[src/sv/cfet_pkg.sv]
`timescale 1ns / 1ps
// ----------------------------------------------------------------------------
// cfet_pkg
// Shared types and constants of the color fade envelope table.
// ----------------------------------------------------------------------------
package cfet_pkg;

    localparam int SLOTS_DEF = 8;

    // entry phases
    localparam logic [1:0] PH_WAIT_IN  = 2'd0;
    localparam logic [1:0] PH_RAMP_IN  = 2'd1;
    localparam logic [1:0] PH_WAIT_OUT = 2'd2;
    localparam logic [1:0] PH_RAMP_OUT = 2'd3;

    // result status codes
    localparam logic [1:0] ST_UPDATE = 2'd0;
    localparam logic [1:0] ST_ADDED  = 2'd1;
    localparam logic [1:0] ST_FULL   = 2'd2;

    // register index
    localparam logic REG_BASE_COLOR = 1'b0;

    typedef struct packed {
        logic [2:0]  part;
        logic        mode;
        logic [31:0] target;
        logic [15:0] in_wait;
        logic [15:0] in_ramp;
        logic [15:0] out_wait;
        logic [15:0] out_ramp;
        logic [1:0]  phase;
        logic [15:0] acc;
        logic [15:0] aidx;
    } t_entry;

    typedef struct packed {
        logic [1:0]  status;
        logic [2:0]  part;
        logic [31:0] color;
        logic        retired;
    } t_res;

endpackage

[src/sv/cfet_mem.sv]
`timescale 1ns / 1ps
// ----------------------------------------------------------------------------
// cfet_mem
// Entry store: one write port, one read port, registered read data.
// ----------------------------------------------------------------------------
module cfet_mem
    import cfet_pkg::*;
#(
    parameter int SLOTS = SLOTS_DEF,
    localparam int IW = (SLOTS > 1) ? $clog2(SLOTS) : 1
) (
    input  logic          i_clk,
    input  logic          i_we,
    input  logic [IW-1:0] i_waddr,
    input  t_entry        i_wdata,
    input  logic [IW-1:0] i_raddr,
    output t_entry        o_rdata
);

    t_entry r_mem [SLOTS];
    t_entry r_rdata;

    always_ff @(posedge i_clk) begin
        if (i_we) begin
            r_mem[i_waddr] <= i_wdata;
        end
        r_rdata <= r_mem[i_raddr];
    end

    assign o_rdata = r_rdata;

endmodule

[src/sv/cfet_div.sv]
`timescale 1ns / 1ps
// ----------------------------------------------------------------------------
// cfet_div
// Four-lane restoring divider, one quotient bit per lane per cycle.
// The quotient is known to fit in 8 bits (numerator below den * 256).
// ----------------------------------------------------------------------------
module cfet_div
    import cfet_pkg::*;
(
    input  logic        i_clk,
    input  logic        i_rst_n,
    input  logic        i_start,
    input  logic [23:0] i_num [4],
    input  logic [15:0] i_den,
    output logic [7:0]  o_q [4],
    output logic        o_done
);

    logic [15:0] r_rem [4];
    logic [7:0]  r_low [4];
    logic [7:0]  r_q   [4];
    logic [15:0] r_den;
    logic [3:0]  r_cnt;
    logic        r_done;

    // control
    always_ff @(posedge i_clk) begin
        if (!i_rst_n) begin
            r_cnt  <= 4'd0;
            r_done <= 1'b0;
        end else begin
            r_done <= !i_start && (r_cnt == 4'd1);
            if (i_start) begin
                r_cnt <= 4'd8;
            end else if (r_cnt != 4'd0) begin
                r_cnt <= r_cnt - 4'd1;
            end
        end
    end

    // lanes
    always_ff @(posedge i_clk) begin
        logic [16:0] t;
        if (i_start) begin
            r_den <= i_den;
        end
        for (int k = 0; k < 4; k++) begin
            t = {r_rem[k], r_low[k][7]};
            if (i_start) begin
                r_rem[k] <= i_num[k][23:8];
                r_low[k] <= i_num[k][7:0];
                r_q[k]   <= 8'd0;
            end else if (r_cnt != 4'd0) begin
                if (t >= {1'b0, r_den}) begin
                    r_rem[k] <= 16'(t - {1'b0, r_den});
                    r_q[k]   <= {r_q[k][6:0], 1'b1};
                end else begin
                    r_rem[k] <= t[15:0];
                    r_q[k]   <= {r_q[k][6:0], 1'b0};
                end
                r_low[k] <= {r_low[k][6:0], 1'b0};
            end
        end
    end

    assign o_q    = r_q;
    assign o_done = r_done;

endmodule

[src/sv/color_fade_envelope_table.sv]
`timescale 1ns / 1ps
// Flow: an add's status word goes through the emit and flush states to the output; a tick
// reads and evaluates each entry, then skips it in wait-out, emits it plainly, or blends
// (multiply, 8-step divide) before emitting, and flushes the last word at the end.
// Throughput: one item at a time, each taken only in idle; output stalls hold emit and
// flush; the entry store's single read port and the shared divider pace each tick.
// Reset: synchronous, active low; clears entry count, base color, sequencer and output control only.
// ----------------------------------------------------------------------------
// color_fade_envelope_table
// Fade envelope table: entries in a memory, read, updated and written back
// in compacted order on every tick.
// ----------------------------------------------------------------------------
module color_fade_envelope_table
    import cfet_pkg::*;
#(
    parameter int SLOTS = SLOTS_DEF,
    localparam int IW = (SLOTS > 1) ? $clog2(SLOTS) : 1,
    localparam int CW = $clog2(SLOTS + 1)
) (
    input  logic        i_clk,
    input  logic        i_rst_n,
    // config port
    input  logic        psel,
    input  logic        penable,
    input  logic        pwrite,
    input  logic [2:0]  paddr,
    input  logic [31:0] pwdata,
    output logic [31:0] prdata,
    output logic        pready,
    // input channel
    input  logic        i_in_valid,
    output logic        o_in_stall,
    input  logic        i_kind,
    input  logic [2:0]  i_part,
    input  logic        i_mode,
    input  logic [31:0] i_target_color,
    input  logic [15:0] i_in_wait,
    input  logic [15:0] i_in_ramp,
    input  logic [15:0] i_out_wait,
    input  logic [15:0] i_out_ramp,
    input  logic [15:0] i_delta_time,
    input  logic [15:0] i_anim_index,
    input  logic [15:0] i_anim_frame,
    // output channel
    output logic        o_out_valid,
    input  logic        i_out_stall,
    output logic [1:0]  o_status,
    output logic [2:0]  o_out_part,
    output logic [31:0] o_color,
    output logic        o_retired,
    output logic        o_last
);

    localparam logic [2:0] S_IDLE  = 3'd0;
    localparam logic [2:0] S_RD    = 3'd1;
    localparam logic [2:0] S_EV    = 3'd2;
    localparam logic [2:0] S_MUL   = 3'd3;
    localparam logic [2:0] S_DIV   = 3'd4;
    localparam logic [2:0] S_EMIT  = 3'd5;
    localparam logic [2:0] S_FLUSH = 3'd6;

    logic [2:0]    r_state;
    logic [CW-1:0] r_count, r_i, r_keep;
    logic          r_is_add;
    logic [31:0]   r_base;
    logic [15:0]   r_dt, r_aidx, r_afrm;
    t_res          r_res;
    t_res          r_hold;
    logic          r_h_valid;
    t_res          r_out;
    logic          r_out_last;
    logic          r_ov;
    // blend operands
    logic [31:0]   r_ca, r_cb;
    logic [15:0]   r_bacc, r_bramp;
    logic [23:0]   r_num [4];
    logic [3:0]    r_neg;
    logic          r_div_go;

    logic          in_acc, out_free, cfg_wr, out_load;
    t_entry        rdata, e_new;
    logic          mem_we;
    logic [IW-1:0] mem_waddr;
    t_entry        mem_wdata;
    logic          div_start, div_done;
    logic [7:0]    div_q [4];
    logic [16:0]   acc_sum;
    logic [15:0]   acc_sat, pos;
    logic [CW-1:0] i_nxt;

    assign pready   = 1'b1;
    assign cfg_wr   = psel && penable && pwrite;
    assign prdata   = (paddr[2] == REG_BASE_COLOR) ? r_base : 32'd0;
    assign in_acc   = i_in_valid && !o_in_stall;
    assign o_in_stall = (r_state != S_IDLE);
    assign out_free = !r_ov || !i_out_stall;
    assign out_load = r_h_valid && out_free &&
                      ((r_state == S_EMIT) || (r_state == S_FLUSH));
    assign i_nxt    = r_i + 1'b1;

    // config register
    always_ff @(posedge i_clk) begin
        if (!i_rst_n) begin
            r_base <= 32'd0;
        end else if (cfg_wr && paddr[2] == REG_BASE_COLOR) begin
            r_base <= pwdata;
        end
    end

    cfet_mem #(.SLOTS(SLOTS)) u_mem (
        .i_clk   (i_clk),
        .i_we    (mem_we),
        .i_waddr (mem_waddr),
        .i_wdata (mem_wdata),
        .i_raddr (r_i[IW-1:0]),
        .o_rdata (rdata)
    );

    cfet_div u_div (
        .i_clk   (i_clk),
        .i_rst_n (i_rst_n),
        .i_start (div_start),
        .i_num   (r_num),
        .i_den   (r_bramp),
        .o_q     (div_q),
        .o_done  (div_done)
    );

    // start in the cycle after the products are registered
    assign div_start = r_div_go;

    // per-entry update of the word just read
    assign acc_sum = {1'b0, rdata.acc} + {1'b0, r_dt};
    assign acc_sat = acc_sum[16] ? 16'hFFFF : acc_sum[15:0];
    assign pos     = rdata.mode ? r_afrm : acc_sat;

    always_comb begin
        e_new     = rdata;
        e_new.acc = acc_sat;
        case (rdata.phase)
            PH_WAIT_IN: begin
                if (pos >= rdata.in_wait) begin
                    e_new.acc   = 16'd0;
                    e_new.phase = PH_RAMP_IN;
                end
            end
            PH_RAMP_IN: begin
                if (acc_sat >= rdata.in_ramp) begin
                    e_new.acc   = 16'd0;
                    e_new.phase = PH_WAIT_OUT;
                end
            end
            PH_WAIT_OUT: begin
                if (pos >= rdata.out_wait) begin
                    e_new.acc   = 16'd0;
                    e_new.phase = PH_RAMP_OUT;
                end
            end
            default: begin
            end
        endcase
    end

    // memory write: add appends, tick writes back survivors compacted
    always_comb begin
        mem_we    = 1'b0;
        mem_waddr = r_keep[IW-1:0];
        mem_wdata = e_new;
        if (r_state == S_IDLE) begin
            mem_waddr = r_count[IW-1:0];
            mem_wdata.part     = i_part;
            mem_wdata.mode     = i_mode;
            mem_wdata.target   = i_target_color;
            mem_wdata.in_wait  = i_in_wait;
            mem_wdata.in_ramp  = i_in_ramp;
            mem_wdata.out_wait = i_out_wait;
            mem_wdata.out_ramp = i_out_ramp;
            mem_wdata.phase    = PH_WAIT_IN;
            mem_wdata.acc      = 16'd0;
            mem_wdata.aidx     = i_anim_index;
            mem_we = in_acc && i_kind && (r_count < CW'(SLOTS));
        end else if (r_state == S_EV) begin
            mem_we = !(rdata.mode && r_aidx != rdata.aidx) &&
                     !(rdata.phase == PH_RAMP_OUT && acc_sat >= rdata.out_ramp);
        end
    end

    // sequencer
    always_ff @(posedge i_clk) begin
        logic [8:0] d;
        if (!i_rst_n) begin
            r_state   <= S_IDLE;
            r_count   <= '0;
            r_i       <= '0;
            r_keep    <= '0;
            r_is_add  <= 1'b0;
            r_h_valid <= 1'b0;
            r_ov      <= 1'b0;
            r_div_go  <= 1'b0;
        end else begin
            r_ov     <= out_load || (r_ov && i_out_stall);
            r_div_go <= (r_state == S_MUL);
            case (r_state)
                S_IDLE: begin
                    if (in_acc) begin
                        r_dt   <= i_delta_time;
                        r_aidx <= i_anim_index;
                        r_afrm <= i_anim_frame;
                        r_i    <= '0;
                        r_keep <= '0;
                        r_is_add <= i_kind;
                        if (i_kind) begin
                            r_res.part    <= i_part;
                            r_res.color   <= 32'd0;
                            r_res.retired <= 1'b0;
                            if (r_count < CW'(SLOTS)) begin
                                r_res.status <= ST_ADDED;
                                r_count      <= r_count + 1'b1;
                            end else begin
                                r_res.status <= ST_FULL;
                            end
                            r_state <= S_EMIT;
                        end else if (r_count == '0) begin
                            r_state <= S_FLUSH;
                        end else begin
                            r_state <= S_RD;
                        end
                    end
                end
                S_RD: begin
                    r_state <= S_EV;
                end
                S_EV: begin
                    if (mem_we) begin
                        r_keep <= r_keep + 1'b1;
                    end
                    r_res.status <= ST_UPDATE;
                    r_res.part   <= rdata.part;
                    r_bacc       <= acc_sat;
                    if (rdata.mode && r_aidx != rdata.aidx) begin
                        r_res.color   <= r_base;
                        r_res.retired <= 1'b1;
                        r_state       <= S_EMIT;
                    end else begin
                        case (rdata.phase)
                            PH_WAIT_IN: begin
                                r_res.color   <= r_base;
                                r_res.retired <= 1'b0;
                                r_state       <= S_EMIT;
                            end
                            PH_RAMP_IN: begin
                                r_res.retired <= 1'b0;
                                if (acc_sat >= rdata.in_ramp) begin
                                    r_res.color <= rdata.target;
                                    r_state     <= S_EMIT;
                                end else begin
                                    r_ca    <= r_base;
                                    r_cb    <= rdata.target;
                                    r_bramp <= rdata.in_ramp;
                                    r_state <= S_MUL;
                                end
                            end
                            PH_WAIT_OUT: begin
                                // no update; move on
                                r_i <= i_nxt;
                                if (i_nxt == r_count) begin
                                    r_count <= mem_we ? r_keep + 1'b1 : r_keep;
                                    r_state <= S_FLUSH;
                                end else begin
                                    r_state <= S_RD;
                                end
                            end
                            default: begin
                                if (acc_sat >= rdata.out_ramp) begin
                                    r_res.color   <= r_base;
                                    r_res.retired <= 1'b1;
                                    r_state       <= S_EMIT;
                                end else begin
                                    r_res.retired <= 1'b0;
                                    r_ca    <= rdata.target;
                                    r_cb    <= r_base;
                                    r_bramp <= rdata.out_ramp;
                                    r_state <= S_MUL;
                                end
                            end
                        endcase
                    end
                end
                S_MUL: begin
                    r_state <= S_DIV;
                end
                S_DIV: begin
                    if (div_done) begin
                        for (int k = 0; k < 4; k++) begin
                            r_res.color[8*k +: 8] <= r_neg[k] ?
                                8'(r_ca[8*k +: 8] - div_q[k]) :
                                8'(r_ca[8*k +: 8] + div_q[k]);
                        end
                        r_state <= S_EMIT;
                    end
                end
                S_EMIT: begin
                    if (!r_h_valid || out_free) begin
                        if (r_h_valid) begin
                            r_out      <= r_hold;
                            r_out_last <= 1'b0;
                        end
                        r_hold    <= r_res;
                        r_h_valid <= 1'b1;
                        if (r_is_add) begin
                            r_state <= S_FLUSH;
                        end else begin
                            r_i <= i_nxt;
                            if (i_nxt == r_count) begin
                                r_count <= r_keep;
                                r_state <= S_FLUSH;
                            end else begin
                                r_state <= S_RD;
                            end
                        end
                    end
                end
                S_FLUSH: begin
                    if (!r_h_valid) begin
                        r_state <= S_IDLE;
                    end else if (out_free) begin
                        r_out      <= r_hold;
                        r_out_last <= 1'b1;
                        r_h_valid  <= 1'b0;
                        r_state    <= S_IDLE;
                    end
                end
                default: begin
                    r_state <= S_IDLE;
                end
            endcase
        end
        // channel products for the blend
        if (r_state == S_MUL) begin
            for (int k = 0; k < 4; k++) begin
                if (r_cb[8*k +: 8] >= r_ca[8*k +: 8]) begin
                    d = {1'b0, r_cb[8*k +: 8]} - {1'b0, r_ca[8*k +: 8]};
                    r_neg[k] <= 1'b0;
                end else begin
                    d = {1'b0, r_ca[8*k +: 8]} - {1'b0, r_cb[8*k +: 8]};
                    r_neg[k] <= 1'b1;
                end
                r_num[k] <= 24'(d[7:0]) * 24'(r_bacc);
            end
        end
    end

    assign o_out_valid = r_ov;
    assign o_status    = r_out.status;
    assign o_out_part  = r_out.part;
    assign o_color     = r_out.color;
    assign o_retired   = r_out.retired;
    assign o_last      = r_out_last;

endmodule

[config.mk]
export PLATFORM = sky130hd
export DESIGN_NAME = color_fade_envelope_table
export DESIGN_NICKNAME = d
export VERILOG_FILES = /design/src/sv/cfet_pkg.sv /design/src/sv/cfet_mem.sv /design/src/sv/cfet_div.sv /design/src/sv/color_fade_envelope_table.sv
export SDC_FILE = /design/constraint.sdc
export NUM_CORES = 2
export LEC_CHECK = 0
export ABC_AREA = 0
export BUFFER_PORTS_ARGS = -buffer_cell sky130_fd_sc_hd__buf_2
export CAP_MARGIN = 10
export CORE_ASPECT_RATIO = 0.6
export CORE_MARGIN = 8
export CORE_UTILIZATION = 33
export DETAILED_ROUTE_END_ITERATION = 6
export PLACE_DENSITY = 0.52
export SKIP_CTS_REPAIR_TIMING = 1
export SYNTH_ARGS = -nofsm -noshare
export SYNTH_HDL_FRONTEND = slang
export SYNTH_SLANG_ARGS = --single-unit
[constraint.sdc]
create_clock -name i_clk -period 30.7 [get_ports i_clk]
set_clock_uncertainty 0.05 [all_clocks]
set_input_delay 6.14 -clock i_clk [delete_from_list [all_inputs] [get_ports i_clk]]
set_output_delay 6.14 -clock i_clk [all_outputs]
set_load 0.03 [all_outputs]
==> metrics.md <==
| Metric | Value |
|---|---|
| RSZ-0062 raised after global routing | `no` |
| Simple-gate share of the synthesized area | `8.63%` |
| Chip Height | `424 microns` |
| Total number of vias | `54.4k` |
| Area of the die | `295000 sq um` |
| Worst hold slack | `0.366 ns` |
| Post-route core utilization | `between 30% and 40%` |
| H-tree levels | `4` |
| FILL cells | `26.3k` |
| Synthesized area | `a little over 90000 sq um` |
| Routed vias/inst | `between 5 and 6` |
| Gate count after technology mapping | `around 6.8k` |
| Crit Path Class | `input port to primary output` |
| Clk_lat worst skew | `0.85 ns` |
| R2R cell count | `24` |
| Synthesized flop and latch total | `about 1.8k` |
| Rows | `about 150` |
| Pre-CTS WS | `roughly 17 ns` |
| Crit path max fanout | `35` |
| DRC viols | `0` |
| Post-synth EDFFs | `around 1.5k` |
| Final Hold Fails | `0` |
| Drt total wl | `250000 microns` |
| Layout Nets | `approximately 8k` |
| Cell at the root of the clock tree | `clkbuf_16` |
| WL/cell | `23.0 microns` |
| RePlAce Congestion | `just over 0.8` |
| Clk buf depth | `4` |
| Final worst path period share | `between 40% and 50%` |
| MaxCap Viol Count | `0` |
| Net count of the mapped netlist | `around 7.7k` |
| CP Capture Type | `primary output` |
| Clk slew on worst S/H paths | `approximately 0.060 ns` |
| Post-synthesis adder-cell area fraction | `between 10% and 20%` |
| Max Fclk | `between 0.07 and 0.08 GHz` |
| Static Leak | `roughly 39 nW` |
| Shortest period the worst path allows | `13.27 ns` |
| Seq/Total Area, Yosys | `55.4%` |
| Core box area | `between 200000 and 300000 sq um` |
| GRT Resource Usage Total | `roughly 17%` |
| WP data arrival | `slightly above 7 ns` |
| Critical path cell sequence | `buf_2 > nor2b_1 > buf_2` |
| Largest family of logic cells by synthesized area | `adder cells` |
| Post-synthesis xor/xnor area fraction | `2.19%` |
| PortBufs | `about 260` |
| Slew Limit Headroom | `between 20% and 30%` |
| Layout cells sized above 1 | `around 17%` |
| Detailed Place HPWL | `roughly 160000 microns` |
| Ys async rst share | `0%` |
| CP max stage delay | `0.59 ns` |
| Layout overhead on the synthesized area | `12.9%` |
| Hold Crit Start | `r_hold[13]` |
| Outcome | `complete, no violations` |
| CTS tree | `built` |
| Hold path cells | `0` |
| CP Data Required Time | `24.51 ns` |
| Most common cell after layout, fill and taps aside | `edfxtp_1` |
| Distinct cells, synth | `85` |
| Inserted Clock Buffers | `182` |
| Setup ws final | `~17 ns` |
| Clk sinks | `roughly 1.8k` |
| Final Slew Violations | `0` |
| R2r setup slk | `~20 ns` |
| First-pass GRT wire length | `between 300000 and 400000 microns` |
| Overflow after GRT | `0` |
| Min-Delay Path Class | `flip-flop to flip-flop` |
| Antenna Nets Post-Route | `0` |
| Io pins | `approximately 270` |
| Syn_area_per_cell | `13.5 sq um` |
| Worst IR Drop VDD | `0.0879 mV` |
| Post-synthesis mux area share | `slightly above 10%` |
| Largest net degree at the start of global routing | `approximately 120` |
| Worst-margin pin slew | `around 1.2 ns` |
| Highest-count cells in the layout ignoring fill and taps | `edfxtp_1, nand2_1, inv_1, ha_1, fa_1` |
| Number of DRC markers in iteration 0 | `about 4.4k` |
| Post-Route Setup TNS | `0 ns` |
| Reg2reg start | `r_dt[0]` |
| Synth Flop Type | `edfxtp_1` |
| Final setup fails | `0` |
| Yosys warning total | `0` |
| Top cell by count, worst path | `buf_2` |
| Initial antenna violation count | `19` |
| Startpoint types | `input port` |
| Die span in x | `696 microns` |
| Initial Util | `~33%` |
| Hold endpoint | `o_color[12]` |
| Compound-Gate Fraction of Synth Area | `around 6.2%` |
| Cell Pwr Density | `roughly 100 nW/um^2` |
| Vias in the first global route | `55.0k` |
| Worst path slowest cell | `buf_2` |
| Reg-to-reg critical path endpoint | `u_mem.r_mem[2][47]` |
| DR pass1 iterations | `5` |
## cell usage after synthesis (22+ instances only)
cell | instances | area [sq um]
edfxtp_1 | 1542 | 46300
nand2_1 | 689 | 2590
inv_1 | 626 | 2350
ha_1 | 418 | 5230
fa_1 | 353 | 7070
and2_1 | 280 | 1750
o21ai_0 | 271 | 1360
mux4_2 | 268 | 6040
nor2b_1 | 237 | 1480
clkbuf_1 | 227 | 852
dfxtp_1 | 223 | 4460
mux2_2 | 217 | 2440
a21oi_1 | 216 | 1080
xnor2_1 | 177 | 1550
nor2_1 | 151 | 567
mux2i_1 | 103 | 1030
a21o_1 | 84 | 631
nand2b_1 | 63 | 394
nor3_1 | 55 | 275
buf_1 | 52 | 195
xor2_1 | 52 | 455
a21boi_0 | 38 | 285
o22ai_1 | 37 | 231
a31oi_1 | 35 | 219
nand3_1 | 34 | 170
o21a_1 | 34 | 255
a211oi_1 | 24 | 180
o21bai_1 | 22 | 165
## critical path: cells and delay by family
family | cells | cell delay, ns
buffers and inverters | 2 | 0.80
AND/OR/NAND/NOR | 1 | 0.12
## metrics by stage
| step | std cells | total power, mW | cell area, sq um |
|---|---|---|---|
| global route | 10859 | 11.2 | 103000 |
| CTS | 10859 | 10.6 | 103000 |
| floorplan | 6771 | 6.78 | 91600 |
| detailed placement | 10531 | 8.30 | 97500 |
| global placement | 10531 | 8.21 | 97500 |
| finish | 10871 | 10.5 | 103000 |
## area by class of cell
class / count / area (sq um) / area share (%)
Timing Repair Buffer: 354 / 2100 / 2.03
Multi-Input combinational cell: 4086 / 37700 / 36.4
Clock inverter: 86 / 897 / 0.867
Antenna cell: 12 / 30.0 / 0.0290
Clock buffer: 242 / 4960 / 4.80
Inverter: 627 / 2350 / 2.28
Tap cell: 3699 / 4630 / 4.47
Sequential cell: 1765 / 50800 / 49.1
## flip-flops by register name (all words and copies together) (netlist names), 32 cells and up
name           flops
r_ca              32
u_div.o_q         32
r_res             38
r_base            32
r_num             96
u_div.r_low       32
r_hold            38
u_mem.o_rdata    134
u_div.r_rem       64
r_cb              32
u_mem.r_mem     1072
o_color           32
## metal layers
metal | vias to the layer above | routed length [microns] | track usage [%]
met3 | 261 | 15000 | 2.79
met2 | 1455 | 103000 | 23.8
met4 | 4 | 4360 | 3.00
met1 | 27973 | 128000 | 26.1
li1 | 24715 | - | -
met5 | - | 23 | 0
## logic make-up after synthesis
family          Yosys count
compound gates          890
xor+xnor                229
fa+ha+maj               771
buf+inv                 920
flops                  1765
mux                     588
other cells               1
simple gates           1607
## power breakdown
group | total (mW) | switching [mW] | internal [mW]
Sequential | 3.62 | 0.171 | 3.45
Clock | 2.22 | 0.954 | 1.27
Combinational | 4.65 | 2.97 | 1.69
## worst max path at each step
stage               startpoint    endpoint  slack [ns]
CTS                   paddr[2]  prdata[29]       17.40
floorplan              i_rst_n  r_bramp[0]       15.00
finish                paddr[2]  prdata[28]       17.43
global placement      paddr[2]  prdata[31]       17.45
detailed placement    paddr[2]  prdata[29]       17.40
global route          paddr[2]   prdata[3]       17.31
No activity file was read; power rests on OpenSTA's default activity.
